--- src/sv/mscc_pkg.sv ---
// shared types, constants and helpers for the marching-squares cell contour block
// no dependencies; imported by every module of the block
`default_nettype none

package mscc_pkg;

   localparam int VAL_W  = 32;
   localparam int IDX_W  = 18;
   localparam int PROD_W = 51;
   localparam int QUO_W  = 31;
   localparam int LANES  = 4;

   localparam int COORD_BITS_DEF = 16;
   localparam int SIDE_MAX_DEF   = 128;

   localparam int CSR_IDX_W = 8;

   localparam logic [CSR_IDX_W-1:0] CSR_TARGET   = 8'd0;
   localparam logic [CSR_IDX_W-1:0] CSR_X_ORIGIN = 8'd1;
   localparam logic [CSR_IDX_W-1:0] CSR_X_PITCH  = 8'd2;
   localparam logic [CSR_IDX_W-1:0] CSR_Y_ORIGIN = 8'd3;
   localparam logic [CSR_IDX_W-1:0] CSR_Y_PITCH  = 8'd4;

   localparam logic signed [VAL_W-1:0] PITCH_RST = 32'sd65536;

   // saddle with bottom-left and top-right above
   localparam logic [3:0] CODE_SADDLE_BL_TR = 4'd5;

   // crossing points, one lane each, in this order
   typedef enum logic [1:0] {PT_B, PT_R, PT_T, PT_L} pt_type;

   typedef struct packed {
      logic [1:0] cnt;
      pt_type     a0;
      pt_type     b0;
      pt_type     a1;
      pt_type     b1;
   } sel_type;

   // saddles hold the left-top / bottom-right pairing; the other pairing is picked at the output
   localparam sel_type SEG_TABLE [16] = '{
      '{2'd0, PT_L, PT_L, PT_L, PT_L},
      '{2'd1, PT_L, PT_B, PT_L, PT_L},
      '{2'd1, PT_B, PT_R, PT_L, PT_L},
      '{2'd1, PT_L, PT_R, PT_L, PT_L},
      '{2'd1, PT_T, PT_R, PT_L, PT_L},
      '{2'd2, PT_L, PT_T, PT_B, PT_R},
      '{2'd1, PT_B, PT_T, PT_L, PT_L},
      '{2'd1, PT_L, PT_T, PT_L, PT_L},
      '{2'd1, PT_L, PT_T, PT_L, PT_L},
      '{2'd1, PT_B, PT_T, PT_L, PT_L},
      '{2'd2, PT_L, PT_T, PT_B, PT_R},
      '{2'd1, PT_T, PT_R, PT_L, PT_L},
      '{2'd1, PT_L, PT_R, PT_L, PT_L},
      '{2'd1, PT_B, PT_R, PT_L, PT_L},
      '{2'd1, PT_L, PT_B, PT_L, PT_L},
      '{2'd0, PT_L, PT_L, PT_L, PT_L}
   };

   typedef struct packed {
      logic               den_zero;
      logic               opp;
      logic               f_one;
      logic [VAL_W-1:0]   d;
      logic [VAL_W-1:0]   r;
      logic [QUO_W-1:0]   q;
   } lane_type;

   typedef struct packed {
      logic [3:0]                code;
      logic                      mean_above;
      logic signed [VAL_W-1:0]   x0;
      logic signed [VAL_W-1:0]   x1;
      logic signed [VAL_W-1:0]   y0;
      logic signed [VAL_W-1:0]   y1;
      lane_type [LANES-1:0]      ln;
   } dp_type;

   typedef struct packed {
      logic [3:0]                  code;
      logic                        mean_above;
      logic signed [VAL_W-1:0]     x0;
      logic signed [VAL_W-1:0]     x1;
      logic signed [VAL_W-1:0]     y0;
      logic signed [VAL_W-1:0]     y1;
      logic [LANES-1:0][VAL_W-1:0] p;
   } pts_type;

   // last member sits in the lowest bits: start x first on the bus
   typedef struct packed {
      logic [VAL_W-1:0] ye;
      logic [VAL_W-1:0] xe;
      logic [VAL_W-1:0] ys;
      logic [VAL_W-1:0] xs;
   } seg_type;

   // origin + product, clipped to the 32-bit range
   function automatic logic signed [VAL_W-1:0] coord_sat(
      input logic signed [VAL_W-1:0]  org,
      input logic signed [PROD_W-1:0] prod);
      logic signed [PROD_W:0] s;
      s = $signed({{(PROD_W-VAL_W+1){org[VAL_W-1]}}, org}) + $signed({prod[PROD_W-1], prod});
      if (s > $signed({{(PROD_W-VAL_W+1){1'b0}}, 1'b0, {(VAL_W-1){1'b1}}}))
         coord_sat = {1'b0, {(VAL_W-1){1'b1}}};
      else if (s < $signed({{(PROD_W-VAL_W+1){1'b1}}, 1'b1, {(VAL_W-1){1'b0}}}))
         coord_sat = {1'b1, {(VAL_W-1){1'b0}}};
      else
         coord_sat = s[VAL_W-1:0];
   endfunction

   // numerator and denominator magnitudes for one edge, remainder starts at n
   function automatic lane_type lane_setup(
      input logic signed [VAL_W-1:0] tgt,
      input logic signed [VAL_W-1:0] ca,
      input logic signed [VAL_W-1:0] cb);
      logic signed [VAL_W:0] num;
      logic signed [VAL_W:0] den;
      logic [VAL_W:0]        n;
      logic [VAL_W:0]        d;
      num = $signed({tgt[VAL_W-1], tgt}) - $signed({ca[VAL_W-1], ca});
      den = $signed({cb[VAL_W-1], cb}) - $signed({ca[VAL_W-1], ca});
      n = num[VAL_W] ? (~num + 1'b1) : num;
      d = den[VAL_W] ? (~den + 1'b1) : den;
      lane_setup.den_zero = (den == '0);
      lane_setup.opp      = (num != '0) && (num[VAL_W] != den[VAL_W]);
      lane_setup.f_one    = (n >= d);
      lane_setup.d        = d[VAL_W-1:0];
      lane_setup.r        = n[VAL_W-1:0];
      lane_setup.q        = '0;
   endfunction

endpackage

`default_nettype wire

--- src/sv/mscc_div_stage.sv ---
// one quotient bit of the edge-fraction divider, four lanes side by side
// depends on mscc_pkg
`default_nettype none

module mscc_div_stage
   import mscc_pkg::*;
(
   input  wire logic   clock,
   input  wire logic   reset,
   input  wire logic   en,
   input  wire logic   in_v,
   input  dp_type      in_d,
   output logic        out_v,
   output dp_type      out_d
);

   logic   v_ff;
   dp_type d_ff;
   dp_type d_in;

   always_comb begin
      logic [VAL_W:0] t;
      logic           ge;
      d_in = in_d;
      for (int i = 0; i < LANES; i++) begin
         t  = {in_d.ln[i].r, 1'b0};
         ge = (t >= {1'b0, in_d.ln[i].d});
         d_in.ln[i].r = ge ? VAL_W'(t - {1'b0, in_d.ln[i].d}) : t[VAL_W-1:0];
         d_in.ln[i].q = {in_d.ln[i].q[QUO_W-2:0], ge};
      end
   end

   always_ff @(posedge clock) begin
      if (reset) begin
         v_ff <= 1'b0;
      end else if (en) begin
         v_ff <= in_v;
      end
   end

   always_ff @(posedge clock) begin
      if (en) begin
         d_ff <= d_in;
      end
   end

   assign out_v = v_ff;
   assign out_d = d_ff;

endmodule

`default_nettype wire

--- config.mk ---
export PLATFORM = sky130hd
export DESIGN_NAME = mscc_div_stage
export DESIGN_NICKNAME = d
export VERILOG_FILES = /design/src/sv/mscc_pkg.sv /design/src/sv/mscc_div_stage.sv
export SDC_FILE = /design/constraint.sdc
export NUM_CORES = 1
export LEC_CHECK = 0
export BUFFER_PORTS_ARGS = -buffer_cell sky130_fd_sc_hd__buf_2
export CORE_AREA = 2 2 411 413
export CTS_BUF_LIST = sky130_fd_sc_hd__clkbuf_16
export CTS_CLUSTER_SIZE = 8
export DETAILED_ROUTE_END_ITERATION = 8
export DIE_AREA = 0 0 413 415
export SETUP_SLACK_MARGIN = 0.5
export SYNTH_ARGS = -nofsm -noshare
export SYNTH_HDL_FRONTEND = slang
export SYNTH_SLANG_ARGS = --single-unit
--- constraint.sdc ---
create_clock -name clock -period 6.78 [get_ports clock]
set_input_delay 0.339 -clock clock [delete_from_list [all_inputs] [get_ports clock]]
set_output_delay 0.339 -clock clock [all_outputs]
set_load 0.02 [all_outputs]
# [After elaboration in Yosys (flattened, before gate mapping)]
# Index checks and enable logic that the tools add are counted.
[op_classes] n_addsub=4 n_lt_le_gt_ge=4 n_mux=4
[ops] cell="greater-or-equal comparator 33 x 32 -> 1 bit" count=4
[ops] cell="2-to-1 mux 32 bit" count=4
[ops] cell="subtractor 32 bit" count=4
[word_totals] register_bits=526 input_bits=529 out_inout_bits=526 wordCells=47

# [Depth between registers and ports, before layout]
[depth] word_depth=2 depth_mapped=14 ltp_nobuf=11

# [Worst setup path before layout]
# OpenSTA, ideal clock, no wires.
[synth_timing] path_kind="input to register" start="input in_d[363] in the netlist's numbering" end="register d_ff (netlist bit out_d[356]) (data pin)" setup_ns=0.260 arrival_time_ns=2.948 required_time_ns=6.520 slack_ns=3.572 path_stages=11 path_buffers=0 cell_sequence="inv_1 ha_1 a211o_1 a21oi_2 a21oi_1 a211o_1 o41a_1 a211oi_4 nor4b_1 a211o_1 mux2_2"
[synth_rtl] element="start, declared" line="mscc_div_stage.sv:12" source="input dp_type in_d,"
[synth_rtl] element="end signal, assigned" line="mscc_div_stage.sv:43" source="d_ff <= d_in;"
[synth_rtl] element="end, declared" line="mscc_div_stage.sv:18" source="dp_type d_ff;"

==> flow_metrics.py <==
metrics = {
    "die": {
        "dieWidth_um": 413,
        "start_util_pct": 14.5,
        "die_y_um": 415,
        "core_area_um2": 167000,
        "io_pins": 1055,
        "core.rowCount": 150,
        "dieArea_um2": 171000,
    },
    "logic_synthesis": {
        "yosys_most_used_dff": "edfxtp_1",
        "async_flop_share_pct": 0,
        "synthesis.instances": 1786,
        "syn_area_um2": 24200,
        "synth_edf_count": 525,
        "syn_nets": 2447,
        "ys_ff_latch": 526,
        "yosys.area.top_type": "edfxtp_1",
        "ys_warn_count": 0,
        "synthTopCellsByArea": "edfxtp_1, ha_1, a21oi_1",
        "synth_top_area_share_pct": 65.1,
        "synthDistinctLibCells": 65,
        "syn_area_per_cell_um2": 13.6,
        "ys_seq_area_share_pct": 65.2,
    },
    "pwr": {
        "p_total_mw": 10.3,
        "p_leak_nw": 16.9,
        "ir_drop_mv": 0.184,
        "power_frac_comb_pct": 22.4,
        "power_switching_mw": 3.15,
        "power_density_nw_per_um2": 260,
        "netSwitchingFraction_pct": 30.4,
        "clock_power_share_pct": 37.9,
        "intPower_mw": 7.19,
        "seq_power_share_pct": 39.7,
    },
    "routing": {
        "vias_per_cell": 3.86,
        "wirelength_mm": 124,
        "post_drt_wl_per_cell_um": 21.9,
        "drt-initial-drc-count": 1548,
        "firstDrtPassIters": 5,
        "drc_errors": 0,
        "postRouteAntennaNets": 0,
        "routed-via-count": 21800,
    },
    "timing": {
        "max_freq_ghz": 0.223,
        "rsz0062_at_grt": "no",
        "worst_pin_slew_ns": 1.01,
        "finalClockSkew_ns": 0,
        "post-route-min-period_ns": 4.48,
        "setup_violations": 0,
        "slew_viol_final": 0,
        "setup_slack_ns": 2.30,
        "period_share_pct": 66.1,
        "slew_headroom_pct": 31.8,
        "hold_viol": 0,
        "setup_tns_ns": 0,
    },
    "worst_setup_path": {
        "endpoint_kind": "flip-flop",
        "critPathKind": "in -> reg",
        "cp.required_ns": 7.19,
        "crit_arrival_ns": 4.89,
        "worstSetupStartpointType": "primary input",
        "path_max_fanout": 29,
    },
    "placement": {
        "placed_area_um2": 32200,
        "dp_hpwl_mm": 99.3,
        "io_buffers": 1050,
        "dp.cells": 5011,
        "routabilityCongestion": 0.916,
        "pre_cts_slack_ns": 2.25,
    },
    "cts": {
        "clock-sinks": 526,
        "cts_max_level": 3,
        "cts_tree": "built",
        "cts_resized": 0,
        "cts-root-buf": "clkbuf_16",
        "cts_max_path_buffers": 3,
        "clk_pin_slew_worst_paths_ns": 0.05,
        "numCtsBuffers": 81,
        "insertion_delay_ns": 0.69,
    },
    "job": {
        "cap_violations": 0,
    },
    "grt": {
        "first_global_vias": 21700,
        "grt_max_degree": 136,
        "antenna_found_initial": 76,
        "grt_overflow": 0,
        "track_usage_pct": 13.8,
        "grt_pass1_wl_mm": 165,
    },
    "cells_and_area": {
        "fin_cells": 5647,
        "drive_gt1_share_pct": 36.0,
        "fin_nets": 4056,
        "design_area_um2": 39700,
        "syn2layout_area_growth_pct": 63.9,
    },
    "worst_hold_path": {
        "hold_path_class": "in -> reg",
    },
    "status": {
        "status": "complete, no violations",
    },
}
-- area by class of cell --
| type | instances | area, um2 |
|---|---|---|
| Fill cell | 17600 | 127000 |
| Inverter | 153 | 574 |
| Clock buffer | 83 | 2080 |
| Multi-Input combinational cell | 1064 | 7690 |
| Clock inverter | 27 | 289 |
| Timing Repair Buffer | 1569 | 10500 |
| Sequential cell | 526 | 15800 |
| Tap cell | 2204 | 2760 |
| Antenna cell | 21 | 52.6 |
-- cells by family (layout without fill, tap and decap cells) --
kind of cell | count (synthesis) | count (layout) | synth area share, %
AOI/OAI and AO/OA | 432 | 432 | 11.2
xor gates and xnor gates | 111 | 111 | 4.01
adders and majority gates | 132 | 132 | 6.94
buffers and inverters | 196 | 1832 | 3.15
DFF | 526 | 526 | 65.2
muxes | 57 | 57 | 3.06
other | 0 | 21 | 0
and+or+nand+nor | 332 | 332 | 6.48
-- power groups by stage --
stage / clock (mW) / combinational [mW] / sequential [mW]
global route: 4.18 / 2.48 / 4.12
floorplan: 0 / 0.717 / 4.54
CTS: 4.09 / 2.33 / 4.10
detailed placement: 0 / 2.05 / 4.16
finish: 3.91 / 2.32 / 4.10
global placement: 0 / 2.03 / 4.15
-- layer usage --
metal  GRT usage [%]  vias to the layer above  wire [um]
li1                -                     9885          -
met1            17.4                    10600      51200
met2            21.9                     1121      56100
met3            4.37                      206      11600
met4            4.97                       28       4580
met5               0                        -        184
-- sequential cells by signal, summed over array words and instances (netlist names) --
signal	cells
out_d	525
out_v	1
-- worst paths after layout --
kind              startpoint    endpoint  slack [ns]  depth (start not counted)
hold / removal     in_d[234]  out_d[235]        0.09                          3
setup / recovery    in_d[69]   out_d[34]        2.30                         12
setup reg to reg       out_v       out_v        5.60                          3
hold reg to reg        out_v       out_v        1.07                          3
-- synth_stat cells (all sizes together) (7+ instances only) --
master,count
nor2b,19
o211ai,7
nor2,136
mux2,55
o21a,21
and3,8
xnor2,63
o21bai,15
nand2b,11
nand3,21
and2,12
a21o,61
buf,9
xor2,48
a211oi,9
a211o,7
inv,153
a41oi,8
ha,128
o21ai,70
nand4,21
a21oi,174
clkbuf,34
o31ai,9
a31oi,17
nand2,62
edfxtp,525
nor3,14
-- worst max-delay path, stage by stage --
cell           delay, ns
dlygate4sd3_1       0.54
buf_2               0.14
inv_1               0.04
ha_1                0.34
a21o_1              0.21
a211o_1             0.31
o21ai_0             0.70
nand3_1             0.39
a41oi_1             0.80
o21ai_4             0.39
buf_4               0.35
mux2_2              0.31
-- cells in the final DEF, fill, tap and decap left out, types with 17 or more instances in the layout --
| master | Yosys | routed |
|---|---|---|
| buf_2 | 3 | 1049 |
| edfxtp_1 | 525 | 525 |
| dlygate4sd3_1 | 0 | 505 |
| a21oi_1 | 173 | 173 |
| inv_1 | 153 | 160 |
| nor2_1 | 136 | 136 |
| ha_1 | 128 | 128 |
| clkbuf_16 | 0 | 83 |
| o21ai_0 | 68 | 68 |
| xnor2_1 | 63 | 63 |
| nand2_1 | 62 | 62 |
| a21o_1 | 61 | 61 |
| xor2_1 | 48 | 48 |
| mux2_2 | 28 | 28 |
| mux2_4 | 27 | 27 |
| diode_2 | 0 | 21 |
| nand3_1 | 21 | 21 |
| o21a_1 | 21 | 21 |
| nand4_1 | 21 | 21 |
| nor2b_1 | 19 | 19 |
| a31oi_1 | 17 | 17 |
-- per-stage QoR --
step                      hold WS, ns  util (%)
after floorplan                 0.411         -
after global placement          0.476      19.3
after detailed placement        0.510      19.3
after CTS                     0.00257      23.8
after global routing           0.0350      23.8
final                          0.0898      23.8
-- repair_timing --
item / 4_1_cts / 5_1_grt
hold buffers: 505 / 0
buffers inserted: 0 / 0
endpoints found under the hold margin: 505 / 0
Note: power is estimated with default switching activity, not from simulation.
